## config.mk

```make
export PLATFORM = sky130hd
export DESIGN_NAME = sorted_value_table
export DESIGN_NICKNAME = d
export VERILOG_FILES = /design/src/hw/rtl/svt_pkg.sv /design/src/hw/rtl/svt_cell.sv /design/src/hw/rtl/sorted_value_table.sv
export SDC_FILE = /design/constraint.sdc
export NUM_CORES = 2
export LEC_CHECK = 0
export ABC_AREA = 0
export BUFFER_PORTS_ARGS = -buffer_cell sky130_fd_sc_hd__buf_2
export CELL_PAD_IN_SITES_DETAIL_PLACEMENT = 1
export CELL_PAD_IN_SITES_GLOBAL_PLACEMENT = 2
export CORE_MARGIN = 4
export CORE_UTILIZATION = 39
export CTS_BUF_LIST = sky130_fd_sc_hd__clkbuf_2
export DETAILED_ROUTE_END_ITERATION = 8
export PLACE_DENSITY = 0.79
export SETUP_SLACK_MARGIN = 0.02
export SLEW_MARGIN = 10
export SYNTH_ARGS = -nofsm -noshare
export SYNTH_HDL_FRONTEND = slang
export SYNTH_HIERARCHICAL = 1
export SYNTH_SLANG_ARGS = --single-unit
export TNS_END_PERCENT = 20
```

## constraint.sdc

```tcl
create_clock -name clock -period 5.3 [get_ports clock]
set_clock_uncertainty 0.1 [all_clocks]
set_input_delay 0.265 -clock clock [delete_from_list [all_inputs] [get_ports clock]]
set_output_delay 0.265 -clock clock [all_outputs]
set_load 0.02 [all_outputs]
```

## src/hw/rtl/svt_pkg.sv

```systemverilog
// Shared types and codes for the sorted value table.
package svt_pkg;

   localparam int DATA_W   = 32;
   localparam int INDEX_W  = 4;
   localparam int COUNT_W  = 5;
   localparam int OP_W     = 2;
   localparam int STATUS_W = 2;

   localparam logic [OP_W-1:0] OP_INSERT = 2'd0;
   localparam logic [OP_W-1:0] OP_REMOVE = 2'd1;
   localparam logic [OP_W-1:0] OP_READ   = 2'd2;
   localparam logic [OP_W-1:0] OP_CLEAR  = 2'd3;

   localparam logic [STATUS_W-1:0] ST_OK        = 2'd0;
   localparam logic [STATUS_W-1:0] ST_FULL      = 2'd1;
   localparam logic [STATUS_W-1:0] ST_NOT_FOUND = 2'd2;
   localparam logic [STATUS_W-1:0] ST_RANGE     = 2'd3;

   typedef struct packed {
      logic              ins;
      logic              rem;
      logic              clr;
      logic [DATA_W-1:0] value;
   } svt_cmd_type;

   typedef struct packed {
      logic sel;
      logic ge;
      logic match;
   } svt_flag_type;

endpackage

```

## src/hw/rtl/svt_cell.sv

```systemverilog
// One table cell: holds an entry, compares it with the request value, shifts with neighbors.
module svt_cell
   import svt_pkg::*;
(
   input  logic              clock,
   input  logic              reset,
   input  svt_cmd_type       cmd,
   input  logic              found,
   input  logic              prev_sel,
   input  logic [DATA_W-1:0] prev_entry,
   input  logic              prev_valid,
   input  logic [DATA_W-1:0] next_entry,
   input  logic              next_valid,
   output svt_flag_type      flag,
   output logic [DATA_W-1:0] entry,
   output logic              valid
);

   logic [DATA_W-1:0] entry_ff;
   logic [DATA_W-1:0] entry_in;
   logic              valid_ff;
   logic              valid_in;

   always_comb begin
      flag.sel   = !valid_ff || ($signed(entry_ff) > $signed(cmd.value));
      flag.ge    = valid_ff && ($signed(entry_ff) >= $signed(cmd.value));
      flag.match = valid_ff && (entry_ff == cmd.value);
   end

   always_comb begin
      entry_in = entry_ff;
      valid_in = valid_ff;
      if (cmd.clr) begin
         valid_in = 1'b0;
      end else if (cmd.ins) begin
         if (flag.sel && !prev_sel) begin
            entry_in = cmd.value;
            valid_in = 1'b1;
         end else if (flag.sel) begin
            entry_in = prev_entry;
            valid_in = prev_valid;
         end
      end else if (cmd.rem && found && flag.ge) begin
         entry_in = next_entry;
         valid_in = next_valid;
      end
   end

   always_ff @(posedge clock) begin
      if (reset) begin
         valid_ff <= 1'b0;
      end else begin
         valid_ff <= valid_in;
      end
   end

   always_ff @(posedge clock) begin
      entry_ff <= entry_in;
   end

   assign entry = entry_ff;
   assign valid = valid_ff;

endmodule

```

## src/hw/rtl/sorted_value_table.sv

```systemverilog
// Sorted value table: a row of compare-and-shift cells kept in ascending signed order.
// Each request (insert, remove, read at index, clear) is applied to the whole row of
// CAPACITY cells at once, and its result appears in the output register on the next
// cycle; a new request is taken every cycle while the result side keeps up. The
// cycle time is set by the signed compare in every cell together with the OR of
// all match flags that gates a remove across the row.
module sorted_value_table
   import svt_pkg::*;
#(
   parameter int CAPACITY = 16
) (
   input  logic        clock,
   input  logic        reset,
   input  logic        req_tvalid,
   output logic        req_tready,
   input  logic [39:0] req_tdata,   // value[31:0], index[35:32], zero[39:36]
   input  logic [1:0]  req_tuser,   // opcode[1:0]
   output logic        rsp_tvalid,
   input  logic        rsp_tready,
   output logic [39:0] rsp_tdata    // read_value[31:0], count[36:32], empty_res[37],
                                    // status[39:38]
);

   localparam int CNT_W  = $clog2(CAPACITY + 1);
   localparam int CMP_W  = (CNT_W > INDEX_W) ? CNT_W : INDEX_W;
   localparam int OUTC_W = (CNT_W > COUNT_W) ? CNT_W : COUNT_W;
   localparam int READ_N = (CAPACITY < (1 << INDEX_W)) ? CAPACITY : (1 << INDEX_W);

   logic                 accept;
   logic [OP_W-1:0]      op;
   logic [DATA_W-1:0]    value;
   logic [INDEX_W-1:0]   index;
   svt_cmd_type          cmd;

   logic [DATA_W-1:0]    cell_entry [CAPACITY];
   logic [CAPACITY-1:0]  cell_valid;
   svt_flag_type         cell_flag  [CAPACITY];
   logic [CAPACITY-1:0]  match_vec;
   logic                 found;
   logic                 full;

   logic [CNT_W-1:0]     count_ff;
   logic [CNT_W-1:0]     count_in;
   logic                 rsp_valid_ff;
   logic [39:0]          rsp_data_ff;
   logic [DATA_W-1:0]    rd_value;
   logic [STATUS_W-1:0]  status;
   logic                 in_range;
   logic [OUTC_W-1:0]    count_wide;

   assign op     = req_tuser;
   assign value  = req_tdata[DATA_W-1:0];
   assign index  = req_tdata[DATA_W+INDEX_W-1:DATA_W];
   assign accept = req_tvalid && req_tready;
   assign req_tready = !rsp_valid_ff || rsp_tready;

   assign full  = (count_ff == CNT_W'(CAPACITY));
   assign found = |match_vec;

   always_comb begin
      cmd.value = value;
      cmd.ins   = accept && (op == OP_INSERT) && !full;
      cmd.rem   = accept && (op == OP_REMOVE);
      cmd.clr   = accept && (op == OP_CLEAR);
   end

   genvar g;
   generate
      for (g = 0; g < CAPACITY; g++) begin : g_cell
         logic              prev_sel;
         logic [DATA_W-1:0] prev_entry;
         logic              prev_valid;
         logic [DATA_W-1:0] next_entry;
         logic              next_valid;

         if (g == 0) begin : g_first
            assign prev_sel   = 1'b0;
            assign prev_entry = '0;
            assign prev_valid = 1'b0;
         end else begin : g_mid
            assign prev_sel   = cell_flag[g-1].sel;
            assign prev_entry = cell_entry[g-1];
            assign prev_valid = cell_valid[g-1];
         end

         if (g == CAPACITY - 1) begin : g_last
            assign next_entry = '0;
            assign next_valid = 1'b0;
         end else begin : g_inner
            assign next_entry = cell_entry[g+1];
            assign next_valid = cell_valid[g+1];
         end

         svt_cell u_cell (
            .clock      (clock),
            .reset      (reset),
            .cmd        (cmd),
            .found      (found),
            .prev_sel   (prev_sel),
            .prev_entry (prev_entry),
            .prev_valid (prev_valid),
            .next_entry (next_entry),
            .next_valid (next_valid),
            .flag       (cell_flag[g]),
            .entry      (cell_entry[g]),
            .valid      (cell_valid[g])
         );

         assign match_vec[g] = cell_flag[g].match;
      end
   endgenerate

   assign in_range = CMP_W'(index) < CMP_W'(count_ff);

   always_comb begin
      rd_value = '0;
      for (int i = 0; i < READ_N; i++) begin
         if (index == INDEX_W'(i)) begin
            rd_value = cell_entry[i];
         end
      end
   end

   always_comb begin
      count_in = count_ff;
      status   = ST_OK;
      case (op)
         OP_INSERT: begin
            if (full) begin
               status = ST_FULL;
            end else begin
               count_in = count_ff + CNT_W'(1);
            end
         end
         OP_REMOVE: begin
            if (found) begin
               count_in = count_ff - CNT_W'(1);
            end else begin
               status = ST_NOT_FOUND;
            end
         end
         OP_READ: begin
            if (!in_range) begin
               status = ST_RANGE;
            end
         end
         OP_CLEAR: begin
            count_in = '0;
         end
         default: begin
            count_in = count_ff;
         end
      endcase
   end

   assign count_wide = OUTC_W'(count_in);

   always_ff @(posedge clock) begin
      if (reset) begin
         count_ff     <= '0;
         rsp_valid_ff <= 1'b0;
      end else begin
         if (accept) begin
            count_ff <= count_in;
         end
         if (accept) begin
            rsp_valid_ff <= 1'b1;
         end else if (rsp_tready) begin
            rsp_valid_ff <= 1'b0;
         end
      end
   end

   always_ff @(posedge clock) begin
      if (accept) begin
         rsp_data_ff[DATA_W-1:0]  <= ((op == OP_READ) && in_range) ? rd_value : '0;
         rsp_data_ff[36:32]       <= count_wide[COUNT_W-1:0];
         rsp_data_ff[37]          <= (count_in == '0);
         rsp_data_ff[39:38]       <= status;
      end
   end

   assign rsp_tvalid = rsp_valid_ff;
   assign rsp_tdata  = rsp_data_ff;

   assert property (@(posedge clock) disable iff (reset)
      count_ff <= CNT_W'(CAPACITY))
      else $error("entry count above capacity");

   assert property (@(posedge clock) disable iff (reset)
      $countones(cell_valid) == int'(count_ff))
      else $error("valid cells disagree with entry count");

   assert property (@(posedge clock) disable iff (reset)
      accept && (op == OP_CLEAR) |=> (count_ff == '0) && (cell_valid == '0))
      else $error("clear left entries behind");

   assert property (@(posedge clock) disable iff (reset)
      accept && (op == OP_INSERT) && full
      |=> $stable(cell_valid) && (count_ff == CNT_W'(CAPACITY)))
      else $error("dropped insert changed the table");

endmodule
```

==> metrics.txt <==
# TYPE chip_impl_metric gauge
chip_impl_info{name="status",value="finished clean"} 1
chip_impl_metric{name="first_pass_iters",unit=""} 5
chip_impl_metric{name="r2r_slack",unit="ns"} 0.25
chip_impl_metric{name="detailed_place_hpwl",unit="mm"} 154
chip_impl_metric{name="final_layout_size_suffix_gt1_frac",unit=""} 0.155
chip_impl_metric{name="stdcell_area",unit="um^2"} 55500
chip_impl_metric{name="post_drt_via_cell_ratio",unit=""} 6.31
chip_impl_metric{name="cap_viol_max_count",unit=""} 0
chip_impl_metric{name="layout.core_utilization",unit=""} 0.435
chip_impl_metric{name="floorplan.die_area",unit="um^2"} 134000
chip_impl_info{name="worstReg2RegEnd",value="g_cell[1].u_cell/valid"} 1
chip_impl_metric{name="seqCellArea",unit="um^2"} 17000
chip_impl_metric{name="numCtsBuffers",unit=""} 180
chip_impl_info{name="min_path_type",value="input pin to flip-flop"} 1
chip_impl_metric{name="final_worst_path_cycle_share",unit=""} 0.982
chip_impl_metric{name="insertion_delay",unit="ns"} 1.68
chip_impl_metric{name="worst-r2r-cell-count",unit=""} 13
chip_impl_metric{name="core_area",unit="um^2"} 128000
chip_impl_info{name="worstReg2RegStart",value="g_cell[1].u_cell/entry[7]"} 1
chip_impl_metric{name="syn_area_per_cell",unit="um^2"} 9.64
chip_impl_metric{name="synth.yosys.warnings",unit=""} 6
chip_impl_metric{name="antenna_found_initial",unit=""} 15
chip_impl_info{name="critical_path.most_common_cell",value="dlygate4sd3_1"} 1
chip_impl_metric{name="grt_use_total",unit=""} 0.304
chip_impl_metric{name="grt_pass1_vias",unit=""} 45700
chip_impl_metric{name="worst_slew_pin_slew",unit="ns"} 1.29
chip_impl_metric{name="buffer_ports.inserted",unit=""} 83
chip_impl_metric{name="grt_start_max_net_pins",unit=""} 156
chip_impl_metric{name="clkSlewWorstSetupHoldPaths",unit="ns"} 0.10
chip_impl_metric{name="drt_wl_total",unit="mm"} 212
chip_impl_metric{name="initial_core_util",unit=""} 0.393
chip_impl_metric{name="post_synth_inst_count",unit=""} 5206
chip_impl_info{name="worst_path_dominant_cell_family",value="buffers and inverters"} 1
chip_impl_info{name="timing.critical_path.slowest_stage_cell",value="dlygate4sd3_1"} 1
chip_impl_metric{name="clkSinkCount",unit=""} 574
chip_impl_metric{name="final_hold_viol_count",unit=""} 0
chip_impl_metric{name="vdd_ir_drop_max",unit="mV"} 0.199
chip_impl_metric{name="layout-area-overhead-vs-synth",unit="%"} 10.6
chip_impl_metric{name="sum_of_negative_setup_slack",unit="ns"} 0
chip_impl_metric{name="num_vias",unit=""} 46300
chip_impl_metric{name="worstPathBufferInverterCount",unit=""} 7
chip_impl_info{name="timing.setup.critical_path_class",value="input pin to flip-flop"} 1
chip_impl_metric{name="report.final.setup_viol",unit=""} 0
chip_impl_metric{name="p_per_area",unit="nW/um^2"} 212
chip_impl_metric{name="max_slew_margin",unit=""} 0.138
chip_impl_metric{name="antenna_left",unit=""} 0
chip_impl_info{name="hold_path_end",value="g_cell[5].u_cell/valid"} 1
chip_impl_info{name="start_kind",value="input pin"} 1
chip_impl_metric{name="whs_path_depth",unit=""} 9
chip_impl_metric{name="post-route-drc-count",unit=""} 0
chip_impl_info{name="rsz_0062_raised_after_global_routing",value="no"} 1
chip_impl_metric{name="layout_min_cycle_time",unit="ns"} 5.21
chip_impl_metric{name="worst_ep_arrival_time",unit="ns"} 6.69
chip_impl_info{name="critical_path.cell_chain",value="dlygate4sd3_1, buf_2, dlygate4sd3_1, buf_12, inv_1, ha_1, nand4_1, nor4_4, and4_1, nor4_1, nand4_1, buf_4, a21oi_1, a2bb2oi_1, nand2_1, a21oi_1, dlygate4sd3_1"} 1
chip_impl_metric{name="multi_input_area",unit="um^2"} 29200
chip_impl_metric{name="io_pins",unit=""} 88
chip_impl_metric{name="dieHeight",unit="um"} 367
chip_impl_metric{name="drt_iter0_markers",unit=""} 5093
chip_impl_metric{name="die_width",unit="um"} 367
chip_impl_metric{name="wire_per_inst",unit="um"} 28.9
chip_impl_metric{name="mapped_cell_area",unit="um^2"} 50200
chip_impl_info{name="worstSetupEndpointType",value="flip-flop"} 1
chip_impl_metric{name="n_fill_cell",unit=""} 14700
chip_impl_metric{name="globalplace.congestion",unit=""} 0.926
chip_impl_metric{name="maxClockFrequency",unit="GHz"} 0.192
chip_impl_metric{name="critical_path_required",unit="ns"} 6.78
chip_impl_info{name="cts_tree",value="yes"} 1
chip_impl_metric{name="nets",unit=""} 6098
chip_impl_metric{name="cts-htree-levels",unit=""} 4
chip_impl_info{name="cts.root.buffer_cell",value="clkbuf_2"} 1
chip_impl_metric{name="first_pass_grt_wire_length",unit="mm"} 307
chip_impl_metric{name="cellLeakagePower",unit="nW"} 23.2
chip_impl_info{name="hold_path_startpoint",value="req_tdata[2]"} 1
chip_impl_metric{name="num_rows",unit=""} 131
chip_impl_metric{name="cp_max_fo",unit=""} 16
chip_impl_metric{name="peak_per_stage_delay_on_the_critical_path",unit="ns"} 1.20
chip_impl_metric{name="maximum_buffer_depth_of_the_clock_tree",unit=""} 3
chip_impl_metric{name="post_dp_cell_area",unit="um^2"} 52600
chip_impl_metric{name="grt_overflow",unit=""} 0
chip_impl_metric{name="report.final.slew_viol_count",unit=""} 0
flip-flops by register name, summed over array words and instances (netlist names):
name / cells
g_cell.u_cell/entry: 512
rsp_tdata: 40
g_cell.u_cell/valid: 16
count_ff: 5
rsp_tvalid: 1
cell type report:
class	instances	share of cell area
antenna	13	0.000586
clock buffer	273	0.0246
clock inverter	30	0.00397
inverter	599	0.0405
multi-input combinational	3786	0.526
sequential	574	0.307
tap	1662	0.0375
timing repair buffer	394	0.0600
metrics by stage:
step	cells	power [mW]	worst slack, ns	hold WS (ns)
final	7331	11.8	0.0931	0.188
after global routing	7328	12.3	0.0281	0.161
after CTS	7318	11.8	0.0720	0.0250
after detailed placement	6894	7.86	0.141	0.415
after global placement	6894	7.77	0.215	0.403
after floorplan	5272	6.91	-0.750	0.234
worst min-delay path, cell delays in order:
cell	delay, ns
dlygate4sd3_1	0.59
buf_2	0.19
inv_1	0.07
ha_1	0.22
nand2_1	0.09
nor3_1	0.08
a31oi_1	0.17
o2bb2ai_1	0.12
a41o_1	0.08
layout by cell type (no fill, tap or decap), drive strengths merged, types with 103 or more instances in the layout:
master       instances
a31oi              150
o21ai              273
buf                274
inv                604
dlygate4sd3        118
nor2               239
nor2b              401
nand2              241
nand3              116
ha                 517
nand4              103
clkbuf             274
a21oi              321
a221o              390
edfxtp             552
power by group:
group	internal (mW)	switching [mW]
Combinational	0.922	1.69
Clock	1.54	2.28
Sequential	5.15	0.173
Total	7.61	4.15
worst max-delay path by stage:
stage	cells past startpoint	from	slack [ns]	to
3_5_place_dp	14	req_tdata[15]	0.14	g_cell[6].u_cell/entry[13]
5_1_grt	13	g_cell[1].u_cell/entry[7]	0.03	g_cell[1].u_cell/valid
2_1_floorplan	8	rsp_tvalid	-0.75	g_cell[6].u_cell/entry[0]
4_1_cts	13	g_cell[3].u_cell/entry[19]	0.07	g_cell[3].u_cell/valid
6_report	17	req_tdata[27]	0.09	count_ff[3]
3_3_place_gp	14	req_tdata[15]	0.21	g_cell[6].u_cell/entry[14]
repair_timing:
action,4_1_cts,5_1_grt
hold buffers,121,0
endpoints found under the setup margin,0,58
buffers inserted,0,1
hold endpoints to repair,922,0
resized for setup,0,3
layer usage:
metal,share of wire,GRT usage,vias to the layer above
met3,0.091,0.0542,362
met5,0.000061,0,-
met4,0.039,0.118,2
met1,0.42,0.418,23200
met2,0.45,0.476,2115
li1,-,-,20600
(Power assumes the default switching activity.)
